--- src/sha256_pkg.sv ---
// ----------------------------------------------------------------------------
// SHA-256 package
// Shared constants, types and the rotate function of the SHA-256 hasher.
// ----------------------------------------------------------------------------
package sha256_pkg;

   typedef logic [31:0] word_type;

   localparam logic [7:0] PadByte = 8'h80;
   localparam logic [5:0] LengthPos = 6'd56;

   // controller commands to the datapath
   typedef struct packed {
      logic       absorb;     // write req byte at fill position
      logic       pad_write;  // write padding byte at fill position
      logic [7:0] pad_byte;
      logic       len_write;  // write length bytes 56..63
      logic       start;      // load working vars, begin rounds
      logic       round;      // run one round
      logic       finish;     // add working vars into chain
      logic       msg_reset;  // restore initial hash, clear fill and length counters
      logic       shift_out;  // rotate chain for digest output
   } dp_cmd_type;

   typedef struct packed {
      logic [6:0] fill;       // bytes in current block, 0..64
      logic       last_round; // round 63 in progress
   } dp_sts_type;

   localparam word_type InitHash [8] = '{
      32'h6a09e667, 32'hbb67ae85, 32'h3c6ef372, 32'ha54ff53a,
      32'h510e527f, 32'h9b05688c, 32'h1f83d9ab, 32'h5be0cd19
   };

   localparam word_type RoundConst [64] = '{
      32'h428a2f98, 32'h71374491, 32'hb5c0fbcf, 32'he9b5dba5, 32'h3956c25b,
      32'h59f111f1, 32'h923f82a4, 32'hab1c5ed5, 32'hd807aa98, 32'h12835b01,
      32'h243185be, 32'h550c7dc3, 32'h72be5d74, 32'h80deb1fe, 32'h9bdc06a7,
      32'hc19bf174, 32'he49b69c1, 32'hefbe4786, 32'h0fc19dc6, 32'h240ca1cc,
      32'h2de92c6f, 32'h4a7484aa, 32'h5cb0a9dc, 32'h76f988da, 32'h983e5152,
      32'ha831c66d, 32'hb00327c8, 32'hbf597fc7, 32'hc6e00bf3, 32'hd5a79147,
      32'h06ca6351, 32'h14292967, 32'h27b70a85, 32'h2e1b2138, 32'h4d2c6dfc,
      32'h53380d13, 32'h650a7354, 32'h766a0abb, 32'h81c2c92e, 32'h92722c85,
      32'ha2bfe8a1, 32'ha81a664b, 32'hc24b8b70, 32'hc76c51a3, 32'hd192e819,
      32'hd6990624, 32'hf40e3585, 32'h106aa070, 32'h19a4c116, 32'h1e376c08,
      32'h2748774c, 32'h34b0bcb5, 32'h391c0cb3, 32'h4ed8aa4a, 32'h5b9cca4f,
      32'h682e6ff3, 32'h748f82ee, 32'h78a5636f, 32'h84c87814, 32'h8cc70208,
      32'h90befffa, 32'ha4506ceb, 32'hbef9a3f7, 32'hc67178f2
   };

   function automatic word_type rotr(input word_type v, input int unsigned amt);
      rotr = (v >> amt) | (v << (32 - amt));
   endfunction

endpackage

--- src/sha256_if.sv ---
// ----------------------------------------------------------------------------
// SHA-256 channel interfaces
// Valid/ready channels for message bytes and digest words.
// ----------------------------------------------------------------------------
interface sha256_req_if (input logic clock);
   logic       valid;
   logic       ready;
   logic [7:0] data_byte;
   logic       byte_present;
   logic       end_of_message;
   modport source (output valid, data_byte, byte_present, end_of_message,
                   input ready);
   modport sink (input valid, data_byte, byte_present, end_of_message,
                 output ready);
endinterface

interface sha256_rsp_if (input logic clock);
   logic        valid;
   logic        ready;
   logic [31:0] digest_word;
   logic [2:0]  word_number;
   logic        final_word;
   modport source (output valid, digest_word, word_number, final_word,
                   input ready);
   modport sink (input valid, digest_word, word_number, final_word,
                 output ready);
endinterface

--- src/sha256_datapath.sv ---
// ----------------------------------------------------------------------------
// SHA-256 datapath
// Block store, message schedule window, round unit, chain value, counters.
// ----------------------------------------------------------------------------
module sha256_datapath (
   input  logic                   clock,
   input  logic                   reset,
   input  sha256_pkg::dp_cmd_type cmd,
   input  logic [7:0]             req_byte,
   output sha256_pkg::dp_sts_type sts,
   output sha256_pkg::word_type   head_word
);
   sha256_pkg::word_type store_ff [16];
   sha256_pkg::word_type sched_ff [16];
   sha256_pkg::word_type sched_in [16];
   sha256_pkg::word_type work_ff [8];
   sha256_pkg::word_type work_in [8];
   sha256_pkg::word_type chain_ff [8];
   logic [6:0]           fill_ff;
   logic [6:0]           fill_in;
   logic [5:0]           round_ff;
   logic [63:0]          len_ff;
   logic [63:0]          len_in;
   logic [4:0]           lane_lsb;

   sha256_pkg::word_type s0, s1, w_new, big0, big1, ch, maj, t1, t2;

   assign sts.fill       = fill_ff;
   assign sts.last_round = (round_ff == 6'd63);
   assign head_word      = chain_ff[0];
   assign lane_lsb       = {~fill_ff[1:0], 3'b000};

   always_comb begin
      s0 = sha256_pkg::rotr(sched_ff[1], 7) ^ sha256_pkg::rotr(sched_ff[1], 18)
         ^ (sched_ff[1] >> 3);
      s1 = sha256_pkg::rotr(sched_ff[14], 17) ^ sha256_pkg::rotr(sched_ff[14], 19)
         ^ (sched_ff[14] >> 10);
      w_new = sched_ff[0] + s0 + sched_ff[9] + s1;
      big1 = sha256_pkg::rotr(work_ff[4], 6) ^ sha256_pkg::rotr(work_ff[4], 11)
           ^ sha256_pkg::rotr(work_ff[4], 25);
      ch   = (work_ff[4] & work_ff[5]) ^ (~work_ff[4] & work_ff[6]);
      t1   = work_ff[7] + big1 + ch + sha256_pkg::RoundConst[round_ff] + sched_ff[0];
      big0 = sha256_pkg::rotr(work_ff[0], 2) ^ sha256_pkg::rotr(work_ff[0], 13)
           ^ sha256_pkg::rotr(work_ff[0], 22);
      maj  = (work_ff[0] & work_ff[1]) ^ (work_ff[0] & work_ff[2])
           ^ (work_ff[1] & work_ff[2]);
      t2   = big0 + maj;
      for (int i = 0; i < 15; i++) sched_in[i] = sched_ff[i + 1];
      sched_in[15] = w_new;
      work_in[7] = work_ff[6];
      work_in[6] = work_ff[5];
      work_in[5] = work_ff[4];
      work_in[4] = work_ff[3] + t1;
      work_in[3] = work_ff[2];
      work_in[2] = work_ff[1];
      work_in[1] = work_ff[0];
      work_in[0] = t1 + t2;
      fill_in = fill_ff;
      len_in  = len_ff;
      if (cmd.absorb) begin
         fill_in = fill_ff + 7'd1;
         len_in  = len_ff + 64'd8;
      end else if (cmd.pad_write) begin
         fill_in = fill_ff + 7'd1;
      end else if (cmd.len_write) begin
         fill_in = 7'd64;
      end else if (cmd.finish) begin
         fill_in = 7'd0;
      end
      if (cmd.msg_reset) begin
         fill_in = 7'd0;
         len_in  = 64'd0;
      end
   end

   // block store write, big-endian byte lanes
   always_ff @(posedge clock) begin
      if (cmd.absorb) store_ff[fill_ff[5:2]][lane_lsb +: 8] <= req_byte;
      else if (cmd.pad_write) store_ff[fill_ff[5:2]][lane_lsb +: 8] <= cmd.pad_byte;
      else if (cmd.len_write) begin
         store_ff[14] <= len_ff[63:32];
         store_ff[15] <= len_ff[31:0];
      end
   end

   // schedule window and working variables
   always_ff @(posedge clock) begin
      if (cmd.start) begin
         sched_ff <= store_ff;
         for (int i = 0; i < 8; i++) work_ff[i] <= chain_ff[i];
      end else if (cmd.round) begin
         sched_ff <= sched_in;
         work_ff  <= work_in;
      end
   end

   always_ff @(posedge clock) begin
      if (reset) begin
         fill_ff  <= 7'd0;
         len_ff   <= 64'd0;
         round_ff <= 6'd0;
         chain_ff <= sha256_pkg::InitHash;
      end else begin
         fill_ff <= fill_in;
         len_ff  <= len_in;
         if (cmd.start) round_ff <= 6'd0;
         else if (cmd.round) round_ff <= round_ff + 6'd1;
         if (cmd.msg_reset) chain_ff <= sha256_pkg::InitHash;
         else if (cmd.finish) begin
            for (int i = 0; i < 8; i++) chain_ff[i] <= chain_ff[i] + work_ff[i];
         end else if (cmd.shift_out) begin
            for (int i = 0; i < 7; i++) chain_ff[i] <= chain_ff[i + 1];
            chain_ff[7] <= chain_ff[0];
         end
      end
   end

   a_fill_bound: assert property (@(posedge clock) disable iff (reset)
      fill_ff <= 7'd64) else $error("fill count beyond block");
   a_round_after_start: assert property (@(posedge clock) disable iff (reset)
      cmd.start |=> round_ff == 6'd0) else $error("round counter not cleared");
   a_finish_clears: assert property (@(posedge clock) disable iff (reset)
      cmd.finish && !cmd.msg_reset |=> fill_ff == 7'd0) else $error("fill not cleared");
endmodule

--- src/sha256_ctrl.sv ---
// ----------------------------------------------------------------------------
// SHA-256 controller
// Sequences absorb, padding, compression and digest output.
// ----------------------------------------------------------------------------
module sha256_ctrl (
   input  logic                   clock,
   input  logic                   reset,
   input  logic                   req_valid,
   input  logic                   req_byte_present,
   input  logic                   req_end_of_message,
   output logic                   req_ready,
   output logic                   rsp_valid,
   input  logic                   rsp_ready,
   output logic [2:0]             rsp_word_number,
   output sha256_pkg::dp_cmd_type cmd,
   input  sha256_pkg::dp_sts_type sts
);
   localparam logic [2:0] StIdle   = 3'd0;
   localparam logic [2:0] StRounds = 3'd1;
   localparam logic [2:0] StPad    = 3'd2;
   localparam logic [2:0] StLen    = 3'd3;
   localparam logic [2:0] StOut    = 3'd4;
   localparam logic [2:0] StFirst  = 3'd5;
   localparam logic [2:0] StAdd    = 3'd6;

   logic [2:0] state_ff, state_in;
   logic       closing_ff, closing_in;  // end pending after current block
   logic       last_blk_ff, last_blk_in; // block being compressed is final
   logic       padded_ff, padded_in;    // pad marker byte already written
   logic [2:0] word_ff, word_in;
   logic       accept;

   assign req_ready       = (state_ff == StIdle);
   assign accept          = req_valid && req_ready;
   assign rsp_valid       = (state_ff == StOut);
   assign rsp_word_number = word_ff;

   always_comb begin
      cmd         = '0;
      state_in    = state_ff;
      closing_in  = closing_ff;
      last_blk_in = last_blk_ff;
      padded_in   = padded_ff;
      word_in     = word_ff;
      unique case (state_ff)
         StIdle: begin
            if (accept) begin
               cmd.absorb = req_byte_present;
               closing_in = req_end_of_message;
               if (req_byte_present && sts.fill == 7'd63) begin
                  last_blk_in = 1'b0;
                  state_in    = StFirst;
               end else if (req_end_of_message) begin
                  state_in = StFirst;
               end
            end
         end
         StFirst: begin
            // block full: compress; else begin padding
            if (sts.fill == 7'd64) begin
               cmd.start = 1'b1;
               state_in  = StRounds;
            end else begin
               cmd.pad_write = 1'b1;
               cmd.pad_byte  = sha256_pkg::PadByte;
               padded_in     = 1'b1;
               state_in      = StPad;
            end
         end
         StPad: begin
            if (sts.fill == 7'd64) begin
               last_blk_in = 1'b0;
               cmd.start   = 1'b1;
               state_in    = StRounds;
            end else if (sts.fill == {1'b0, sha256_pkg::LengthPos}) begin
               cmd.len_write = 1'b1;
               last_blk_in   = 1'b1;
               state_in      = StLen;
            end else begin
               cmd.pad_write = 1'b1;
               cmd.pad_byte  = 8'h00;
            end
         end
         StLen: begin
            cmd.start = 1'b1;
            state_in  = StRounds;
         end
         StRounds: begin
            cmd.round = 1'b1;
            if (sts.last_round) state_in = StAdd;
         end
         StAdd: begin
            cmd.finish = 1'b1;
            state_in   = StIdle;
            if (last_blk_ff) begin
               state_in = StOut;
               word_in  = 3'd0;
            end else if (closing_ff) begin
               state_in = padded_ff ? StPad : StFirst;
            end
         end
         StOut: begin
            if (rsp_ready) begin
               cmd.shift_out = 1'b1;
               word_in       = word_ff + 3'd1;
               if (word_ff == 3'd7) begin
                  cmd.msg_reset = 1'b1;
                  closing_in    = 1'b0;
                  last_blk_in   = 1'b0;
                  padded_in     = 1'b0;
                  state_in      = StIdle;
               end
            end
         end
         default: state_in = StIdle;
      endcase
   end

   always_ff @(posedge clock) begin
      if (reset) begin
         state_ff    <= StIdle;
         closing_ff  <= 1'b0;
         last_blk_ff <= 1'b0;
         padded_ff   <= 1'b0;
         word_ff     <= 3'd0;
      end else begin
         state_ff    <= state_in;
         closing_ff  <= closing_in;
         last_blk_ff <= last_blk_in;
         padded_ff   <= padded_in;
         word_ff     <= word_in;
      end
   end

   a_out_word_zero: assert property (@(posedge clock) disable iff (reset)
      $rose(rsp_valid) |-> word_ff == 3'd0) else $error("digest not at word 0");
   a_no_accept_busy: assert property (@(posedge clock) disable iff (reset)
      state_ff == StRounds |-> !req_ready) else $error("ready during rounds");
   a_finish_after_rounds: assert property (@(posedge clock) disable iff (reset)
      state_ff == StAdd |-> $past(state_ff) == StRounds) else $error("stray finish");
endmodule

--- src/sha256_message_hasher_core.sv ---
// ----------------------------------------------------------------------------
// SHA-256 message hasher core
// Byte-stream SHA-256: controller sequences a one-round-per-cycle datapath.
// ----------------------------------------------------------------------------
//  channel | dir | payload
//  req     | in  | data_byte[7:0], byte_present, end_of_message
//  rsp     | out | digest_word[31:0], word_number[2:0], final_word
//
//  Bytes are taken while req_ready is high; every 64th byte starts compression
//  (one round per cycle in the shared round unit, then the chain add).
//  End of message adds padding (one byte per cycle) and one or two blocks.
//  Reset is synchronous; digest words hold while rsp_ready is low.
module sha256_message_hasher_core (
   input logic         clock,
   input logic         reset,
   sha256_req_if.sink  req,
   sha256_rsp_if.source rsp
);
   sha256_pkg::dp_cmd_type cmd;
   sha256_pkg::dp_sts_type sts;
   sha256_pkg::word_type   head_word;

   sha256_ctrl u_ctrl (
      .clock              (clock),
      .reset              (reset),
      .req_valid          (req.valid),
      .req_byte_present   (req.byte_present),
      .req_end_of_message (req.end_of_message),
      .req_ready          (req.ready),
      .rsp_valid          (rsp.valid),
      .rsp_ready          (rsp.ready),
      .rsp_word_number    (rsp.word_number),
      .cmd                (cmd),
      .sts                (sts)
   );

   sha256_datapath u_dp (
      .clock     (clock),
      .reset     (reset),
      .cmd       (cmd),
      .req_byte  (req.data_byte),
      .sts       (sts),
      .head_word (head_word)
   );

   assign rsp.digest_word = head_word;
   assign rsp.final_word  = (rsp.word_number == 3'd7);
endmodule
--- src/flat_wrapper.sv ---
// flat-port wrapper written by rule: the top's interface ports become plain ports
module sha256_message_hasher_core_flat 
  (clock, reset, req_valid, req_data_byte, req_byte_present, req_end_of_message, req_ready, rsp_valid, rsp_digest_word, rsp_word_number, rsp_final_word, rsp_ready);
  sha256_req_if req_i (.clock(clock));
  sha256_rsp_if rsp_i (.clock(clock));
  input logic clock;
  input logic reset;
  input wire logic [$bits(req_i.valid)-1:0] req_valid;
  input wire logic [$bits(req_i.data_byte)-1:0] req_data_byte;
  input wire logic [$bits(req_i.byte_present)-1:0] req_byte_present;
  input wire logic [$bits(req_i.end_of_message)-1:0] req_end_of_message;
  output wire logic [$bits(req_i.ready)-1:0] req_ready;
  output wire logic [$bits(rsp_i.valid)-1:0] rsp_valid;
  output wire logic [$bits(rsp_i.digest_word)-1:0] rsp_digest_word;
  output wire logic [$bits(rsp_i.word_number)-1:0] rsp_word_number;
  output wire logic [$bits(rsp_i.final_word)-1:0] rsp_final_word;
  input wire logic [$bits(rsp_i.ready)-1:0] rsp_ready;
  assign req_i.valid = req_valid;
  assign req_i.data_byte = req_data_byte;
  assign req_i.byte_present = req_byte_present;
  assign req_i.end_of_message = req_end_of_message;
  assign req_ready = req_i.ready;
  assign rsp_valid = rsp_i.valid;
  assign rsp_digest_word = rsp_i.digest_word;
  assign rsp_word_number = rsp_i.word_number;
  assign rsp_final_word = rsp_i.final_word;
  assign rsp_i.ready = rsp_ready;
  sha256_message_hasher_core u_core (.clock(clock), .reset(reset), .req(req_i), .rsp(rsp_i));
endmodule
--- config.mk ---
export PLATFORM = sky130hd
export DESIGN_NAME = sha256_message_hasher_core_flat
export DESIGN_NICKNAME = d
export VERILOG_FILES = /design/src/sha256_pkg.sv /design/src/sha256_if.sv /design/src/sha256_datapath.sv /design/src/sha256_ctrl.sv /design/src/sha256_message_hasher_core.sv /design/src/flat_wrapper.sv
export SDC_FILE = /design/constraint.sdc
export NUM_CORES = 2
export LEC_CHECK = 0
export BUFFER_PORTS_ARGS = -buffer_cell sky130_fd_sc_hd__buf_2
export CORE_ASPECT_RATIO = 0.9
export CORE_MARGIN = 2
export CORE_UTILIZATION = 55
export CTS_CLUSTER_SIZE = 25
export DETAILED_ROUTE_END_ITERATION = 8
export PLACE_DENSITY_LB_ADDON = 0.08
export SLEW_MARGIN = 25
export SYNTH_ARGS = -nofsm -noshare
export SYNTH_HDL_FRONTEND = slang
export SYNTH_SLANG_ARGS = --single-unit
export TNS_END_PERCENT = 50
--- constraint.sdc ---
create_clock -name clock -period 46.5 [get_ports clock]
set_clock_uncertainty 0.2 [all_clocks]
set_input_delay 13.95 -clock clock [delete_from_list [all_inputs] [get_ports clock]]
set_output_delay 13.95 -clock clock [all_outputs]
set_load 0.005 [all_outputs]
==> results.md <==
* Final Slew Violations at 0
* Detail Route Antenna Nets at 0
* Fin area at 101,000 um2
* DR WL/cell at 26.7 um
* H-tree Lvls at 4
* Largest area contributor in the netlist: edfxtp_1
* Number of buffers inserted by port buffering at 51
* Min-Delay Path Class: flop to flop
* GR Overflow Total at 0
* Placer Congestion at 0.972
* Die Y at 394 um
* Setup tns final at 0 ns
* Placement Cell Area at 94,800 um2
* Mapped Area at 92,800 um2
* Global-route usage over all layers at 33.4%
* M1 GR Usage at 50.9%
* Worst setup SP type: input pin
* Initial DRC count at 8,373
* GRT met2 Usage at 47.2%
* Via-to-Cell Ratio at 6.20
* RSZ-0062 raised after global routing: false
* Worst skew pair latency at 0.84 ns
* Core area at 167,000 um2
* Synth Area per Inst at 10.7 um2
* Reg2reg setup slack at 35.89 ns
* Die area at 172,000 um2
* Worst Max-Slew Pin Slew at 1.17 ns
* Outcome: completed
* Period utilisation layout at 36.4%
* Filler cell count at 13,848
* Max-Cap Viols at 0
* Hold Fails Final Rpt at 0
* # clock sinks at 1,619
* Synth cell count leaders: edfxtp_1, nand2_1, nor2_1
* Worst slew margin at 21.2%
* Layout area overhead at 8.72%
* Syn Nets at 9,321
* Hold-fix buffers, CTS at 0
* CP required at 46.94 ns
* GR Layer Usage met3 at 7.27%
* Via count at 68,023
* Half-perimeter wire length after placement at 210,000 um
* CP Max Fanout at 79
* Asr flop ratio synth at 0%
* DRC at 0
* Most common flop cell mapped by yosys: edfxtp_1
* Final worst setup slack at 29.56 ns
* Final Core Density at 60.4%
* Post_cts resized at 0
* Worst setup path class: input pin to flop
* Peak Freq at 0.0590 GHz
* Sequential area share after synthesis at 48.7%
* Vias in the first global route at 63,709
* Yosys cell types at 82
* I/O Pins at 52
* Clock Tree Buf Depth at 3
* Width of the die at 437 um
* Setup-failing EPs final at 0
* Setup repair bufs after CTS at 0
* Most numerous cell in the Yosys netlist: edfxtp_1
* First-pass GRT wire length at 429,000 um
* Final Net Count at 9,181
* Placement Setup Slack at 28.80 ns
* Initial antenna violation count at 21
* Clk slew on worst S/H paths at 0.06 ns
* Most Used Layer, Global Route: met1
* Initial Util at 55.6%
* CP endpoint kind: flop
* Cells after synthesis at 8,711
* Post-synth EDFFs at 1,280
* CTS root buffer: clkbuf_16
* CTS tree: built
* Final wirelength at 293,000 um
* Largest net degree at the start of global routing at 175
* Share of cells above drive strength 1 at 5.72%
* Synth warn at 0
* Most area-consuming cells after synthesis: edfxtp_1, mux2_1, dfxtp_1
* Crit path time final at 16.94 ns
* Drt first pass iters at 8
* Yosys reg bits at 1,619
* Post-synth top area share at 41.4%
* Total CTS buffers at 173
* Crit path DAT at 17.38 ns
* Site Rows at 142
metal layers:
metal,routed length (um),part of all wire [%]
met5,65,0.022
met4,9450,3.2
met3,30100,10
met2,122000,42
met1,131000,45
per-stage QoR:
stage / hold slack [ns] / instances
final: 0.284 / 10966
after global routing: 0.306 / 10958
after CTS: 0.282 / 10953
after detailed placement: 0.268 / 10627
after global placement: 0.263 / 10625
after floorplan: 0.246 / 8711
state kept, by name, summed over array words and instances (netlist names):
signal                         flops
u_core.u_dp.sched_ff             512
u_core.u_dp.store_ff             512
u_core.u_dp.work_ff              256
u_core.u_dp.chain_ff             224
u_core.u_dp.len_ff                61
u_core.u_dp.head_word             32
u_core.u_dp.fill_ff                7
u_core.u_dp.round_ff               6
u_core.u_ctrl.rsp_word_number      3
u_core.u_ctrl.state_ff             3
u_core.u_ctrl.closing_ff           1
u_core.u_ctrl.last_blk_ff          1
u_core.u_ctrl.padded_ff            1
final cells by class:
cell class              count  area (um2)  share of cell area (%)
flip-flops and latches   1619       45200                    44.8
multi-input cells        6180       44100                    43.7
clock buffers             220        4630                    4.59
well taps                2232        2790                    2.77
inverters                 450        1690                    1.68
clock inverters           106        1310                    1.30
repair buffers            147        1090                    1.08
diodes                     12        30.0                  0.0298
worst max-delay path, stage by stage:
cell     delay (ns)
buf_2          0.17
nor2b_1        0.23
and3b_4        0.62
a21o_4         0.60
buf_4          0.71
buf_4          0.83
nor2_1         0.12
cell families after synthesis:
logic type                 count (synthesis)  synth area share [%]
DFF                                     1619                  48.7
and+or+nand+nor                         2437                  11.1
buffers and inverters                    912                  3.92
muxes                                    714                  8.68
xor gates and xnor gates                 637                  6.01
adders and majority gates                618                  9.85
AOI/OAI and AO/OA                       1774                  11.7
final timing paths:
check / from / end / depth (start not counted)
worst max-delay path: rsp_ready / u_core.u_dp.len_ff[10] / 7
worst min-delay path: u_core.u_dp.chain_ff[96] / u_core.u_dp.chain_ff[96] / 2
worst max register to register: u_core.u_dp.round_ff[0] / u_core.u_dp.work_ff[255] / 36
worst min register to register: u_core.u_dp.chain_ff[96] / u_core.u_dp.chain_ff[96] / 2
cell usage in the layout (no fill, tap or decap), types with 195 or more instances in the layout:
| master | synthesis | layout |
|---|---|---|
| a21o_1 | 197 | 196 |
| a21oi_1 | 614 | 612 |
| dfxtp_1 | 339 | 335 |
| ha_1 | 401 | 401 |
| o21ai_1 | 200 | 200 |
| xor2_1 | 233 | 233 |
| nand2_1 | 1007 | 1002 |
| edfxtp_1 | 1280 | 1280 |
| fa_1 | 195 | 195 |
| nor2_1 | 876 | 868 |
| o21ai_0 | 261 | 260 |
| xnor2_1 | 404 | 403 |
| mux2_1 | 637 | 637 |
| inv_1 | 446 | 445 |
Power is left out: the tool's default activity adds up to more than one toggle a clock period on the data nets, which glitch-free logic cannot reach.
